## src/hw/rtl/rrsp_pkg.sv

```systemverilog
`default_nettype none
// ----------------------------------------------------------------------------
// Round-robin server pick package
// Field widths, function codes, verdict codes, the service entry layout,
// the sequencer states and the round-robin step function.
// ----------------------------------------------------------------------------
package rrsp_pkg;

    localparam int DEF_NUM_SERVICES = 16;
    localparam int DEF_NUM_SERVERS  = 64;

    localparam int FUNC_W   = 2;
    localparam int TAG_W    = 32;
    localparam int PORT_W   = 16;
    localparam int SRV_W    = 6;
    localparam int SVCI_W   = 4;
    localparam int PTR_W    = 7;
    localparam int MARK_W   = 7;

    localparam logic [FUNC_W-1:0] FUNC_PICK   = 2'd0;
    localparam logic [FUNC_W-1:0] FUNC_STATUS = 2'd1;
    localparam logic [FUNC_W-1:0] FUNC_WRITE  = 2'd2;

    localparam logic VERDICT_REPEAT = 1'b0;
    localparam logic VERDICT_DROP   = 1'b1;

    typedef struct packed {
        logic [PORT_W-1:0] port;
        logic [SRV_W-1:0]  first;
        logic [SRV_W-1:0]  last;
        logic [PTR_W-1:0]  ptr;
    } svc_entry_t;

    typedef enum logic [2:0] {
        ST_CLEAR,
        ST_IDLE,
        ST_SVC_RD,
        ST_SVC_CHK,
        ST_SCAN,
        ST_RESULT
    } state_t;

    function automatic logic [SRV_W-1:0] next_server(
        input logic [SRV_W-1:0] cur,
        input logic [SRV_W-1:0] first,
        input logic [SRV_W-1:0] last
    );
        logic [SRV_W-1:0] nxt;
        nxt = (cur >= last) ? first : cur + 1'b1;
        return nxt;
    endfunction

endpackage
`default_nettype wire

```

## src/hw/rtl/rrsp_ram.sv

```systemverilog
`default_nettype none
// ----------------------------------------------------------------------------
// Generic single-port-write RAM
// One write port and one read port with a registered read.
// ----------------------------------------------------------------------------
module rrsp_ram #(
    parameter int WIDTH = 8,
    parameter int DEPTH = 16,
    localparam int AW = (DEPTH > 1) ? $clog2(DEPTH) : 1
) (
    input  wire logic             clk,
    input  wire logic             we,
    input  wire logic [AW-1:0]    waddr,
    input  wire logic [WIDTH-1:0] wdata,
    input  wire logic [AW-1:0]    raddr,
    output logic      [WIDTH-1:0] rdata
);

    logic [WIDTH-1:0] mem [DEPTH];

    always_ff @(posedge clk)
    begin
        if (we)
        begin
            mem[waddr] <= wdata;
        end
        rdata <= mem[raddr];
    end

endmodule
`default_nettype wire

```

## src/hw/rtl/port_round_robin_server_pick.sv

```systemverilog
`default_nettype none
// ----------------------------------------------------------------------------
// Port round-robin server pick
// Service table and server status in two RAMs; a sequencer searches the
// service table for a port and scans the server range round robin.
//
//   Channel | Direction | Handshake          | Carries
//   in      | input     | in_valid/in_stall  | pick, status write, service write
//   out     | output    | out_valid/out_stall| packet_tag, verdict, mark
//
// Status and service writes are done in the idle state without leaving it.
// A pick reads the service entries in turn until one is valid and matches the
// port, then scans that service's server range for a server that is up, and
// hands the verdict to the result state; with no match it drops the packet.
// The rate is set by the one read port of each RAM: one entry per cycle.
// After reset a clearing pass marks all servers down in turn.
// The result waits in an output register; a stalled output holds a new pick.
// ----------------------------------------------------------------------------
module port_round_robin_server_pick #(
    parameter int NUM_SERVICES = rrsp_pkg::DEF_NUM_SERVICES,
    parameter int NUM_SERVERS  = rrsp_pkg::DEF_NUM_SERVERS
) (
    input  wire logic                          clk,
    input  wire logic                          rst_n,
    input  wire logic                          in_valid,
    output logic                               in_stall,
    input  wire logic [rrsp_pkg::FUNC_W-1:0]   func,
    input  wire logic [rrsp_pkg::TAG_W-1:0]    pkt_id,
    input  wire logic [rrsp_pkg::PORT_W-1:0]   dst_port,
    input  wire logic                          already_marked,
    input  wire logic [rrsp_pkg::SRV_W-1:0]    server_index,
    input  wire logic                          server_up,
    input  wire logic [rrsp_pkg::SVCI_W-1:0]   svc_slot,
    input  wire logic [rrsp_pkg::PORT_W-1:0]   service_port,
    input  wire logic [rrsp_pkg::SRV_W-1:0]    first_server,
    input  wire logic [rrsp_pkg::SRV_W-1:0]    last_server,
    output logic                               out_valid,
    input  wire logic                          out_stall,
    output logic      [rrsp_pkg::TAG_W-1:0]    packet_tag,
    output logic                               verdict,
    output logic      [rrsp_pkg::MARK_W-1:0]   mark
);

    import rrsp_pkg::*;

    localparam int SVC_AW = (NUM_SERVICES > 1) ? $clog2(NUM_SERVICES) : 1;
    localparam int SRV_AW = $clog2(NUM_SERVERS);
    localparam int SVC_EW = $bits(svc_entry_t);

    state_t                state_reg, state_next;
    logic [SRV_AW-1:0]     clr_cnt_reg, clr_cnt_next;
    logic [NUM_SERVICES-1:0] svc_valid_reg, svc_valid_next;
    logic [SVC_AW-1:0]     svc_cnt_reg, svc_cnt_next;
    logic [TAG_W-1:0]      tag_reg, tag_next;
    logic [PORT_W-1:0]     port_reg, port_next;
    svc_entry_t            hit_entry_reg, hit_entry_next;
    logic [SVC_AW-1:0]     hit_idx_reg, hit_idx_next;
    logic [SRV_W-1:0]      cand_reg, cand_next;
    logic [SRV_W-1:0]      chk_reg, chk_next;
    logic                  chk_valid_reg, chk_valid_next;
    logic                  chk_inr_reg, chk_inr_next;
    logic [SRV_W:0]        remain_reg, remain_next;
    logic                  res_verdict_reg, res_verdict_next;
    logic [MARK_W-1:0]     res_mark_reg, res_mark_next;
    logic                  out_valid_reg, out_valid_next;
    logic [TAG_W-1:0]      out_tag_reg;
    logic                  out_verdict_reg;
    logic [MARK_W-1:0]     out_mark_reg;
    logic                  out_load;

    logic                  svc_we;
    logic [SVC_AW-1:0]     svc_waddr;
    svc_entry_t            svc_wdata;
    logic [SVC_AW-1:0]     svc_raddr;
    logic [SVC_EW-1:0]     svc_rdata;
    svc_entry_t            rd_entry;

    logic                  al_we;
    logic [SRV_AW-1:0]     al_waddr;
    logic [0:0]            al_wdata;
    logic [SRV_AW-1:0]     al_raddr;
    logic [0:0]            al_rdata;

    logic [SRV_W-1:0]      rd_last_eff;
    logic [SRV_W-1:0]      rd_cur;
    logic [SRV_W-1:0]      hit_last_eff;
    logic                  svc_match;
    logic                  svc_is_last;
    logic                  scan_hit;

    rrsp_ram #(
        .WIDTH (SVC_EW),
        .DEPTH (NUM_SERVICES)
    ) u_svc_ram (
        .clk   (clk),
        .we    (svc_we),
        .waddr (svc_waddr),
        .wdata (svc_wdata),
        .raddr (svc_raddr),
        .rdata (svc_rdata)
    );

    rrsp_ram #(
        .WIDTH (1),
        .DEPTH (NUM_SERVERS)
    ) u_alive_ram (
        .clk   (clk),
        .we    (al_we),
        .waddr (al_waddr),
        .wdata (al_wdata),
        .raddr (al_raddr),
        .rdata (al_rdata)
    );

    assign rd_entry     = svc_entry_t'(svc_rdata);
    assign rd_last_eff  = (rd_entry.first > rd_entry.last) ? rd_entry.first : rd_entry.last;
    assign rd_cur       = ((rd_entry.ptr > {1'b0, rd_last_eff}) ||
                           (rd_entry.ptr < {1'b0, rd_entry.first}))
                          ? rd_entry.first : rd_entry.ptr[SRV_W-1:0];
    assign hit_last_eff = (hit_entry_reg.first > hit_entry_reg.last)
                          ? hit_entry_reg.first : hit_entry_reg.last;
    assign svc_match    = svc_valid_reg[svc_cnt_reg] && (rd_entry.port == port_reg);
    assign svc_is_last  = (svc_cnt_reg == SVC_AW'(NUM_SERVICES - 1));
    assign scan_hit     = chk_valid_reg && chk_inr_reg && al_rdata[0];
    assign al_raddr     = SRV_AW'(cand_reg);

    always_comb
    begin
        state_next       = state_reg;
        clr_cnt_next     = clr_cnt_reg;
        svc_valid_next   = svc_valid_reg;
        svc_cnt_next     = svc_cnt_reg;
        tag_next         = tag_reg;
        port_next        = port_reg;
        hit_entry_next   = hit_entry_reg;
        hit_idx_next     = hit_idx_reg;
        cand_next        = cand_reg;
        chk_next         = chk_reg;
        chk_valid_next   = chk_valid_reg;
        chk_inr_next     = chk_inr_reg;
        remain_next      = remain_reg;
        res_verdict_next = res_verdict_reg;
        res_mark_next    = res_mark_reg;
        out_valid_next   = out_valid_reg && out_stall;
        out_load         = 1'b0;

        svc_we    = 1'b0;
        svc_waddr = SVC_AW'(svc_slot);
        svc_wdata = '{port: service_port, first: first_server, last: last_server,
                      ptr: PTR_W'({1'b0, first_server} + 7'd1)};
        svc_raddr = svc_cnt_reg;

        al_we     = 1'b0;
        al_waddr  = SRV_AW'(server_index);
        al_wdata  = server_up;

        unique case (state_reg)
            ST_CLEAR:
            begin
                al_we    = 1'b1;
                al_waddr = clr_cnt_reg;
                al_wdata = 1'b0;
                clr_cnt_next = clr_cnt_reg + 1'b1;
                if (clr_cnt_reg == SRV_AW'(NUM_SERVERS - 1))
                begin
                    state_next = ST_IDLE;
                end
            end
            ST_IDLE:
            begin
                if (in_valid)
                begin
                    unique case (func)
                        FUNC_STATUS:
                        begin
                            al_we = (32'(server_index) < 32'(NUM_SERVERS));
                        end
                        FUNC_WRITE:
                        begin
                            if (32'(svc_slot) < 32'(NUM_SERVICES))
                            begin
                                svc_we = 1'b1;
                                svc_valid_next[SVC_AW'(svc_slot)] = 1'b1;
                            end
                        end
                        FUNC_PICK:
                        begin
                            if (!already_marked)
                            begin
                                tag_next     = pkt_id;
                                port_next    = dst_port;
                                svc_cnt_next = '0;
                                state_next   = ST_SVC_RD;
                            end
                        end
                        default:
                        begin
                        end
                    endcase
                end
            end
            ST_SVC_RD:
            begin
                state_next = ST_SVC_CHK;
            end
            ST_SVC_CHK:
            begin
                svc_raddr = svc_cnt_reg + 1'b1;
                if (svc_match)
                begin
                    hit_entry_next = rd_entry;
                    hit_idx_next   = svc_cnt_reg;
                    cand_next      = next_server(rd_cur, rd_entry.first, rd_last_eff);
                    remain_next    = {1'b0, rd_last_eff - rd_entry.first} + 1'b1;
                    chk_valid_next = 1'b0;
                    state_next     = ST_SCAN;
                end
                else if (svc_is_last)
                begin
                    res_verdict_next = VERDICT_DROP;
                    res_mark_next    = '0;
                    state_next       = ST_RESULT;
                end
                else
                begin
                    svc_cnt_next = svc_cnt_reg + 1'b1;
                end
            end
            ST_SCAN:
            begin
                if (scan_hit)
                begin
                    svc_we           = 1'b1;
                    svc_waddr        = hit_idx_reg;
                    svc_wdata        = hit_entry_reg;
                    svc_wdata.ptr    = {1'b0, chk_reg};
                    res_verdict_next = VERDICT_REPEAT;
                    res_mark_next    = {1'b0, chk_reg} + 1'b1;
                    chk_valid_next   = 1'b0;
                    state_next       = ST_RESULT;
                end
                else if (remain_reg == '0)
                begin
                    res_verdict_next = VERDICT_DROP;
                    res_mark_next    = '0;
                    chk_valid_next   = 1'b0;
                    state_next       = ST_RESULT;
                end
                else
                begin
                    chk_next       = cand_reg;
                    chk_valid_next = 1'b1;
                    chk_inr_next   = (32'(cand_reg) < 32'(NUM_SERVERS));
                    cand_next      = next_server(cand_reg, hit_entry_reg.first, hit_last_eff);
                    remain_next    = remain_reg - 1'b1;
                end
            end
            ST_RESULT:
            begin
                if (!out_valid_reg || !out_stall)
                begin
                    out_load       = 1'b1;
                    out_valid_next = 1'b1;
                    state_next     = ST_IDLE;
                end
            end
            default:
            begin
                state_next = ST_IDLE;
            end
        endcase
    end

    always_ff @(posedge clk or negedge rst_n)
    begin
        if (!rst_n)
        begin
            state_reg     <= ST_CLEAR;
            clr_cnt_reg   <= '0;
            svc_valid_reg <= '0;
            chk_valid_reg <= 1'b0;
            out_valid_reg <= 1'b0;
        end
        else
        begin
            state_reg     <= state_next;
            clr_cnt_reg   <= clr_cnt_next;
            svc_valid_reg <= svc_valid_next;
            chk_valid_reg <= chk_valid_next;
            out_valid_reg <= out_valid_next;
        end
    end

    always_ff @(posedge clk)
    begin
        svc_cnt_reg     <= svc_cnt_next;
        tag_reg         <= tag_next;
        port_reg        <= port_next;
        hit_entry_reg   <= hit_entry_next;
        hit_idx_reg     <= hit_idx_next;
        cand_reg        <= cand_next;
        chk_reg         <= chk_next;
        chk_inr_reg     <= chk_inr_next;
        remain_reg      <= remain_next;
        res_verdict_reg <= res_verdict_next;
        res_mark_reg    <= res_mark_next;
        if (out_load)
        begin
            out_tag_reg     <= tag_reg;
            out_verdict_reg <= res_verdict_reg;
            out_mark_reg    <= res_mark_reg;
        end
    end

    assign in_stall   = (state_reg != ST_IDLE);
    assign out_valid  = out_valid_reg;
    assign packet_tag = out_tag_reg;
    assign verdict    = out_verdict_reg;
    assign mark       = out_mark_reg;

    // A new result appears only when the sequencer leaves its result state.
    assert property (@(posedge clk) disable iff (!rst_n)
        $rose(out_valid_reg) |-> ($past(state_reg) == ST_RESULT))
        else $error("result shown without a finished pick");

    // A drop carries no mark and a repeat always carries one.
    assert property (@(posedge clk) disable iff (!rst_n)
        out_valid_reg |-> ((out_verdict_reg == VERDICT_DROP) == (out_mark_reg == '0)))
        else $error("verdict and mark disagree");

    // A chosen server always lies inside the server table.
    assert property (@(posedge clk) disable iff (!rst_n)
        (out_valid_reg && (out_verdict_reg == VERDICT_REPEAT))
        |-> (32'(out_mark_reg) <= 32'(NUM_SERVERS)))
        else $error("mark beyond the server table");

    // The pointer write-back only goes to a valid service entry.
    assert property (@(posedge clk) disable iff (!rst_n)
        (svc_we && (state_reg == ST_SCAN)) |-> svc_valid_reg[hit_idx_reg])
        else $error("pointer written to an invalid service");

    // The remaining scan count never grows during a scan.
    assert property (@(posedge clk) disable iff (!rst_n)
        ((state_reg == ST_SCAN) && $past(state_reg == ST_SCAN))
        |-> (remain_reg <= $past(remain_reg)))
        else $error("scan count grew during a scan");

endmodule
`default_nettype wire

```

## config.mk

```make
export PLATFORM = sky130hd
export DESIGN_NAME = port_round_robin_server_pick
export DESIGN_NICKNAME = d
export VERILOG_FILES = /design/src/hw/rtl/rrsp_pkg.sv /design/src/hw/rtl/rrsp_ram.sv /design/src/hw/rtl/port_round_robin_server_pick.sv
export SDC_FILE = /design/constraint.sdc
export NUM_CORES = 1
export LEC_CHECK = 0
export BUFFER_PORTS_ARGS = -buffer_cell sky130_fd_sc_hd__buf_2
export CAP_MARGIN = 25
export CORE_MARGIN = 2
export CORE_UTILIZATION = 60
export DETAILED_ROUTE_END_ITERATION = 12
export PLACE_DENSITY = 0.78
export SYNTH_ARGS = -nofsm -noshare
export SYNTH_HDL_FRONTEND = slang
export SYNTH_SLANG_ARGS = --single-unit
```

## constraint.sdc

```tcl
create_clock -name clk -period 7.5 [get_ports clk]
set_input_delay 1.5 -clock clk [delete_from_list [all_inputs] [get_ports clk]]
set_output_delay 1.5 -clock clk [all_outputs]
set_load 0.05 [all_outputs]
```

==> results of run 1 <==
==> cells by family after synthesis <==
kind of cell    count (synthesis)  synth area share
compound gates                142            0.0279
mux                           215             0.140
simple gates                  385            0.0504
buf+inv                       108            0.0126
xor+xnor                       58            0.0152
fa+ha+maj                      45            0.0171
flops                         838             0.737
==> layout make-up <==
cell class | instances | share of cell area
flip-flops and latches | 838 | 0.648
multi-input cells | 845 | 0.225
clock buffers | 113 | 0.0602
repair buffers | 180 | 0.0277
well taps | 748 | 0.0246
clock inverters | 40 | 0.0108
inverters | 41 | 0.00404
diodes | 1 | 0.0000657
==> synthesized netlist by cell type (13+ instances only) <==
cell type / n / area, um2
o21ai_0: 39 / 195
nor2_1: 124 / 465
edfxtp_1: 775 / 23300
dfrtp_1: 27 / 676
a31oi_1: 13 / 81.3
xnor2_1: 41 / 359
buf_1: 15 / 56.3
nand3_1: 25 / 125
ha_1: 44 / 551
dfxtp_1: 36 / 721
nand2_1: 155 / 582
a21oi_1: 25 / 125
clkbuf_1: 40 / 150
nor3_1: 17 / 85.1
a21o_1: 22 / 165
xor2_1: 17 / 149
inv_1: 41 / 154
mux4_2: 201 / 4530
mux2i_1: 13 / 130
==> per-layer routing <==
metal	vias up	wire length [um]	track usage
met5	-	0	0
met4	0	2500	0.100
met3	179	5430	0.0522
met2	773	37900	0.448
met1	8890	29000	0.355
li1	7515	-	-
==> worst paths after layout <==
path                       cells past startpoint  slack, ps                      endpoint
setup reg to reg                              25       1310         al_raddr[3]$_DFFE_PP_
hold / removal                                 0        420      packet_tag[30]$_DFFE_PP_
min in group asynchronous                      1        890    clr_cnt_reg[0]$_DFFE_PN0P_
max in group asynchronous                      1       6190  svc_valid_reg[6]$_DFFE_PN0P_
setup / recovery                              25       1310         al_raddr[3]$_DFFE_PP_
hold reg to reg                                0        420      packet_tag[30]$_DFFE_PP_
==> power groups by stage <==
stage	Sequential [W]	Combinational, W	Clock (W)
floorplan	0.00606	0.00346	0
global placement	0.00601	0.00457	0
CTS	0.00593	0.00467	0.00416
global route	0.00597	0.00509	0.00432
finish	0.00593	0.00465	0.00410
detailed placement	0.00602	0.00465	0
==> metrics by stage <==
| step | hold slack (ps) | utilization | setup WS [ps] | cells | area (um2) |
|---|---|---|---|---|---|
| final | 416 | 0.691 | 1310 | 2806 | 38100 |
| after global routing | 421 | 0.691 | 812 | 2805 | 38100 |
| after CTS | 412 | 0.690 | 1320 | 2802 | 38000 |
| after detailed placement | 405 | 0.641 | 1330 | 2649 | 35300 |
| after global placement | 401 | 0.641 | 1360 | 2649 | 35300 |
| after floorplan | 400 | - | 2010 | 1791 | 33500 |
==> summary.md, run 1 <==
| Metric | Value |
|---|---|
| Status | `finished, final reports clean` |
| Setup Crit Path Kind | `flip-flop to flip-flop` |
| Fin Clk Skew | `21.2 ps` |
| FF+latch area | `24700 um2` |
| Routed WL | `74.8 mm` |
| DIE HEIGHT | `240 um` |
| Main synth FF type | `edfxtp_1` |
| Total core area | `55100 um2` |
| Pre-Repair DR Iteration Count | `5` |
| GRT Residual Overflow | `0` |
| Post-CTS Resized | `0` |
| Drt wl/cell | `26.7 um` |
| CTS Buffer Depth | `3` |
| Vias in the first global route | `17800` |
| Syn-to-layout area delta | `13.8%` |
| Crit path largest cell delay | `590 ps` |
| GRT Total Usage | `0.268` |
| Clock power frac | `0.279` |
| I/O pin cnt | `136` |
| Seq pwr share | `0.404` |
| Buffers inserted by post-CTS timing repair | `0` |
| Gp weighted congestion | `0.865` |
| Post-synthesis net count | `1930` |
| Min Clock Period, post-route | `6190 ps` |
| Worst reg2reg startpoint | `u_svc_ram.rdata[14]$_DFF_P_` |
| Commonest cells after routing, fill and taps aside | `775 x edfxtp_1, 201 x mux4_2, 155 x nand2_1, 135 x buf_2, 106 x nor2_1` |
| Top reg by flops | `u_svc_ram.mem` |
| DP HPWL | `41.8 mm` |
| Vias | `17400` |
| Synth Area per Inst | `18.7 um2` |
| Antenna violations before repair | `2` |
| Slew margin rel. | `0.297` |
| First-pass GRT wire length | `111 mm` |
| CP max stage cell | `dfxtp_1` |
| RSZ-0062 raised after global routing | `no` |
| CTS tree | `built` |
| Switching power | `0.00453 W` |
| Die area | `57700 um2` |
| Cell Pwr Density | `385 nW/um2` |
| Data arrival, critical path | `6570 ps` |
| Worst-path clk slew | `60 ps` |
| Remaining DRCs | `0` |
| Largest delay contributor family on the critical path | `compound AO/OA/AOI/OAI gates` |
| Final Max Slew Viols | `0` |
| Max Clock Freq | `0.162 GHz` |
| Initial core utilization | `0.607` |
| Hold Buf Count CTS | `0` |
| Sw frac | `0.309` |
| DRT iter0 DRCs | `1878` |
| Multi-input logic area | `8560 um2` |
| Row count | `86` |
| Largest net degree at the start of global routing | `141` |
| Sum of buffers and inverters on the critical path | `2` |
| Root buf cell | `clkbuf_16` |
| Fillers | `3399` |
| # clock sinks | `838` |
| Largest register FFs | `560` |
| Required time of the worst setup path | `7880 ps` |
| Setup-failing EPs final | `0` |
| Yosys warnings | `0` |
| Post-synth EDFFs | `775` |
| Sequential share of the synthesized area | `0.737` |
| Pleak | `12.9 nW` |
| Peak VDD IR | `0.000304 V` |
| Worst-margin pin slew | `1050 ps` |
| Final nets | `2127` |
| Most used cell, CP | `ha_1` |
| Worst min-delay path class | `flip-flop to flip-flop` |
| Startpoint types | `flip-flop` |
| CTS Buf Count | `82` |
| Die Width | `240 um` |
| Total internal power | `0.0101 W` |
| Crit path max fanout | `18` |
| Synth Register Bits | `838` |
| Worst hold start | `tag_reg[30]$_DFFE_PP_` |
| IO Port Bufs | `135` |
| Gate power share | `0.317` |
| Overall Power | `0.0147 W` |
| Regs by FF count | `u_svc_ram.mem x560, u_alive_ram.mem x64, u_svc_ram.rdata x35` |
| Final Cycle Share | `0.825` |
| Crit path capture type | `flip-flop` |
| Synthesized area | `33500 um2` |
| Setup TNS Final | `0 ps` |
| DR vias/cell | `6.19` |
| Most common cell after layout, fill and taps aside | `edfxtp_1` |
| CTS H-Tree Depth | `3` |
| Max-cap violations | `0` |
| Routed Antenna Nets | `0` |
| Clk_lat worst skew | `640 ps` |
| Unique cell type count in the Yosys netlist | `54` |
| Hold Fails Final Rpt | `0` |
| Post-synth ARST share | `0.0322` |
| Worst Setup SP | `u_svc_ram.rdata[14]$_DFF_P_` |
| Synthesized netlist cell count | `1791` |
| Share of layout cells above drive strength 1 | `0.262` |
No activity file was read; power rests on OpenSTA's default activity.
==> run 2: changes to the inputs <==
--- a/config.mk
+++ b/config.mk
@@ -8,9 +8,9 @@
 export BUFFER_PORTS_ARGS = -buffer_cell sky130_fd_sc_hd__buf_2
 export CAP_MARGIN = 25
 export CORE_MARGIN = 2
-export CORE_UTILIZATION = 60
+export CORE_UTILIZATION = 55
 export DETAILED_ROUTE_END_ITERATION = 12
-export PLACE_DENSITY = 0.78
+export PLACE_DENSITY = 0.75
 export SYNTH_ARGS = -nofsm -noshare
 export SYNTH_HDL_FRONTEND = slang
 export SYNTH_SLANG_ARGS = --single-unit
==> constraint.sdc (replaced) <==
create_clock -name clk -period 5.13 [get_ports clk]
set_input_delay 1.026 -clock clk [delete_from_list [all_inputs] [get_ports clk]]
set_output_delay 1.026 -clock clk [all_outputs]
set_load 0.05 [all_outputs]
==> run 2 against run 1 <==
Total power up 52%. Register-to-register slack worse by 1300 ps. Core utilization down 4.9 points. First-iteration DRC count down 5.9%. Critical path depth up 2. Setup slack worse by 1300 ps. Clock skew up 11 ps. Via count up 2.0%. Combinational power up 65%. Global-route usage down 2.4 points. Final cell count up 2.7%. Hold slack worse by 33 ps. Largest cell class unchanged.
==> summary.md, run 2 (synthesized netlist as in run 1, its figures left out) <==
| Metric | Value |
|---|---|
| Status | `finished, final reports clean` |
| Antenna violations before repair | `6` |
| Worst min-delay path class | `primary input to async pin` |
| RSZ-0062 raised after global routing | `yes` |
| Max Clock Freq | `0.196 GHz` |
| Peak VDD IR | `0.000416 V` |
| Pre-Repair DR Iteration Count | `5` |
| CTS Buf Count | `84` |
| Share of layout cells above drive strength 1 | `0.290` |
| Vias in the first global route | `18300` |
| Hold Buf Count CTS | `0` |
| Largest register FFs | `560` |
| Slew margin rel. | `0.285` |
| Design area | `38700 um2` |
| FF-to-FF End | `al_raddr[1]$_DFFE_PP_` |
| FF+latch area | `24700 um2` |
| Clk_lat worst skew | `670 ps` |
| CTS H-Tree Depth | `3` |
| Worst Setup SP | `u_svc_ram.rdata[8]$_DFF_P_` |
| Final Cycle Share | `0.995` |
| Vias | `17700` |
| Regs by FF count | `u_svc_ram.mem x560, u_alive_ram.mem x64, u_svc_ram.rdata x35` |
| Pleak | `13.2 nW` |
| Worst reg-to-reg setup slack | `30 ps` |
| Max-cap violations | `0` |
| Crit path capture type | `flip-flop` |
| Startpoint types | `flip-flop` |
| Fin Clk Skew | `32.6 ps` |
| Multi-input logic area | `8730 um2` |
| # clock sinks | `838` |
| Finished Core Util | `0.643` |
| DRT iter0 DRCs | `1768` |
| Min Hold Slack | `383 ps` |
| Most common cell after layout, fill and taps aside | `edfxtp_1` |
| CTS tree | `built` |
| Pre-CTS WS | `-68.3 ps` |
| Remaining DRCs | `0` |
| First-pass GRT wire length | `113 mm` |
| Cell Pwr Density | `577 nW/um2` |
| Total core area | `60200 um2` |
| Drt wl/cell | `26.2 um` |
| Hold Fails Final Rpt | `0` |
| Routed WL | `75.6 mm` |
| CTS Buffer Depth | `3` |
| Largest net degree at the start of global routing | `73` |
| Die Width | `251 um` |
| Worst setup margin | `27.6 ps` |
| Placement Cell Area | `35700 um2` |
| Crit path to | `al_raddr[1]$_DFFE_PP_` |
| Gp weighted congestion | `0.845` |
| GRT Residual Overflow | `0` |
| Worst-path clk slew | `60 ps` |
| Top reg by flops | `u_svc_ram.mem` |
| Final nets | `2169` |
| Required time of the worst setup path | `5510 ps` |
| Setup-failing EPs final | `0` |
| Row count | `90` |
| DR vias/cell | `6.14` |
| Final Max Slew Viols | `0` |
| Worst reg2reg startpoint | `u_svc_ram.rdata[8]$_DFF_P_` |
| Routed Antenna Nets | `0` |
| Worst-margin pin slew | `1070 ps` |
| Fillers | `4022` |
| Setup Crit Path Kind | `flip-flop to flip-flop` |
| Commonest cells after routing, fill and taps aside | `775 x edfxtp_1, 201 x mux4_2, 153 x nand2_1, 137 x buf_2, 105 x nor2_1` |
| I/O pin cnt | `136` |
| Crit path max fanout | `6` |
| Min Clock Period, post-route | `5100 ps` |
| Die area | `62800 um2` |
| DIE HEIGHT | `251 um` |
| Final antenna diode count | `0` |
| R2R cell count | `27` |
| IO Port Bufs | `135` |
| Overall Power | `0.0223 W` |
| Data arrival, critical path | `5480 ps` |
| GRT Total Usage | `0.245` |
| DP HPWL | `43.1 mm` |
| Initial core utilization | `0.555` |
| Syn-to-layout area delta | `15.7%` |
| Root buf cell | `clkbuf_16` |
run 2: cell types whose count changed in the layout (fill, tap and decap cells not counted), sizes merged:
cell | previous run | this run
buf | 180 | 220
bufinv | 7 | 4
clkinv | 28 | 32
clkinvlp | 1 | 6
diode | 1 | 0
inv | 45 | 42
run 2: through the flow:
stage,setup TNS [ps],std cells
6_report,0,2882
5_1_grt,-732,2882
4_1_cts,0,2874
3_5_place_dp,-217,2714
3_3_place_gp,0,2711
2_1_floorplan,0,1791
run 2: worst min path at each step:
| stage | end | depth (start not counted) | start |
|---|---|---|---|
| 3_3_place_gp | packet_tag[10]$_DFFE_PP_ | 0 | tag_reg[10]$_DFFE_PP_ |
| 6_report | clr_cnt_reg[0]$_DFFE_PN0P_ | 1 | rst_n |
| 3_5_place_dp | mark[4]$_DFFE_PP_ | 0 | res_mark_reg[4]$_SDFFCE_PN0P_ |
| 4_1_cts | clr_cnt_reg[0]$_DFFE_PN0P_ | 1 | rst_n |
| 5_1_grt | clr_cnt_reg[0]$_DFFE_PN0P_ | 1 | rst_n |
| 2_1_floorplan | mark[0]$_DFFE_PP_ | 0 | res_mark_reg[0]$_SDFFCE_PN0P_ |
run 2: routing by layer:
layer / share of wire / track usage / vias up
met3: 0.081 / 0.0571 / 174
met2: 0.50 / 0.404 / 789
met5: 0.00075 / 0 / -
met1: 0.39 / 0.323 / 9144
li1: - / - / 7591
met4: 0.032 / 0.0849 / 10
run 2: report_power, final:
group / total [W] / internal, W / switching (W)
Sequential: 0.00862 / 0.00822 / 0.000401
Clock: 0.00602 / 0.00339 / 0.00263
Combinational: 0.00769 / 0.00368 / 0.00401
Total: 0.0223 / 0.0153 / 0.00704
run 2: critical path: stages, from the launching register on:
cell and delay, ps:
dfxtp_2 340, inv_2 50, ha_4 220, nor2b_4 120, o31a_1 360, o21bai_4 220, buf_6 140, a21oi_4 60
ha_4 270, o2111ai_1 100, mux2i_1 240, and3_4 250, o21ai_4 70, a21oi_4 250, nand2_2 80, o21ai_2 70
inv_1 50, ha_1 270, nand2b_4 140, a21o_1 150, a21o_1 160, a21oi_2 140, a31oi_1 90, or3_1 370
a41oi_2 270, buf_6 170, nand2b_4 120, a22oi_2 70
run 2: final cells by class:
type	count	share of cell area
Multi-Input combinational cell	845	0.225
Sequential cell	838	0.637
Inverter	41	0.00398
Timing Repair Buffer	220	0.0372
Tap cell	782	0.0253
Clock buffer	113	0.0595
Clock inverter	43	0.0113
run 2: repair_timing:
item                       4_1_cts  5_1_grt
setup buffers                    4        6
hold endpoints to repair         0        0
setup endpoints to repair        5        6
pin swaps                        4       20
gates resized for setup          3       37
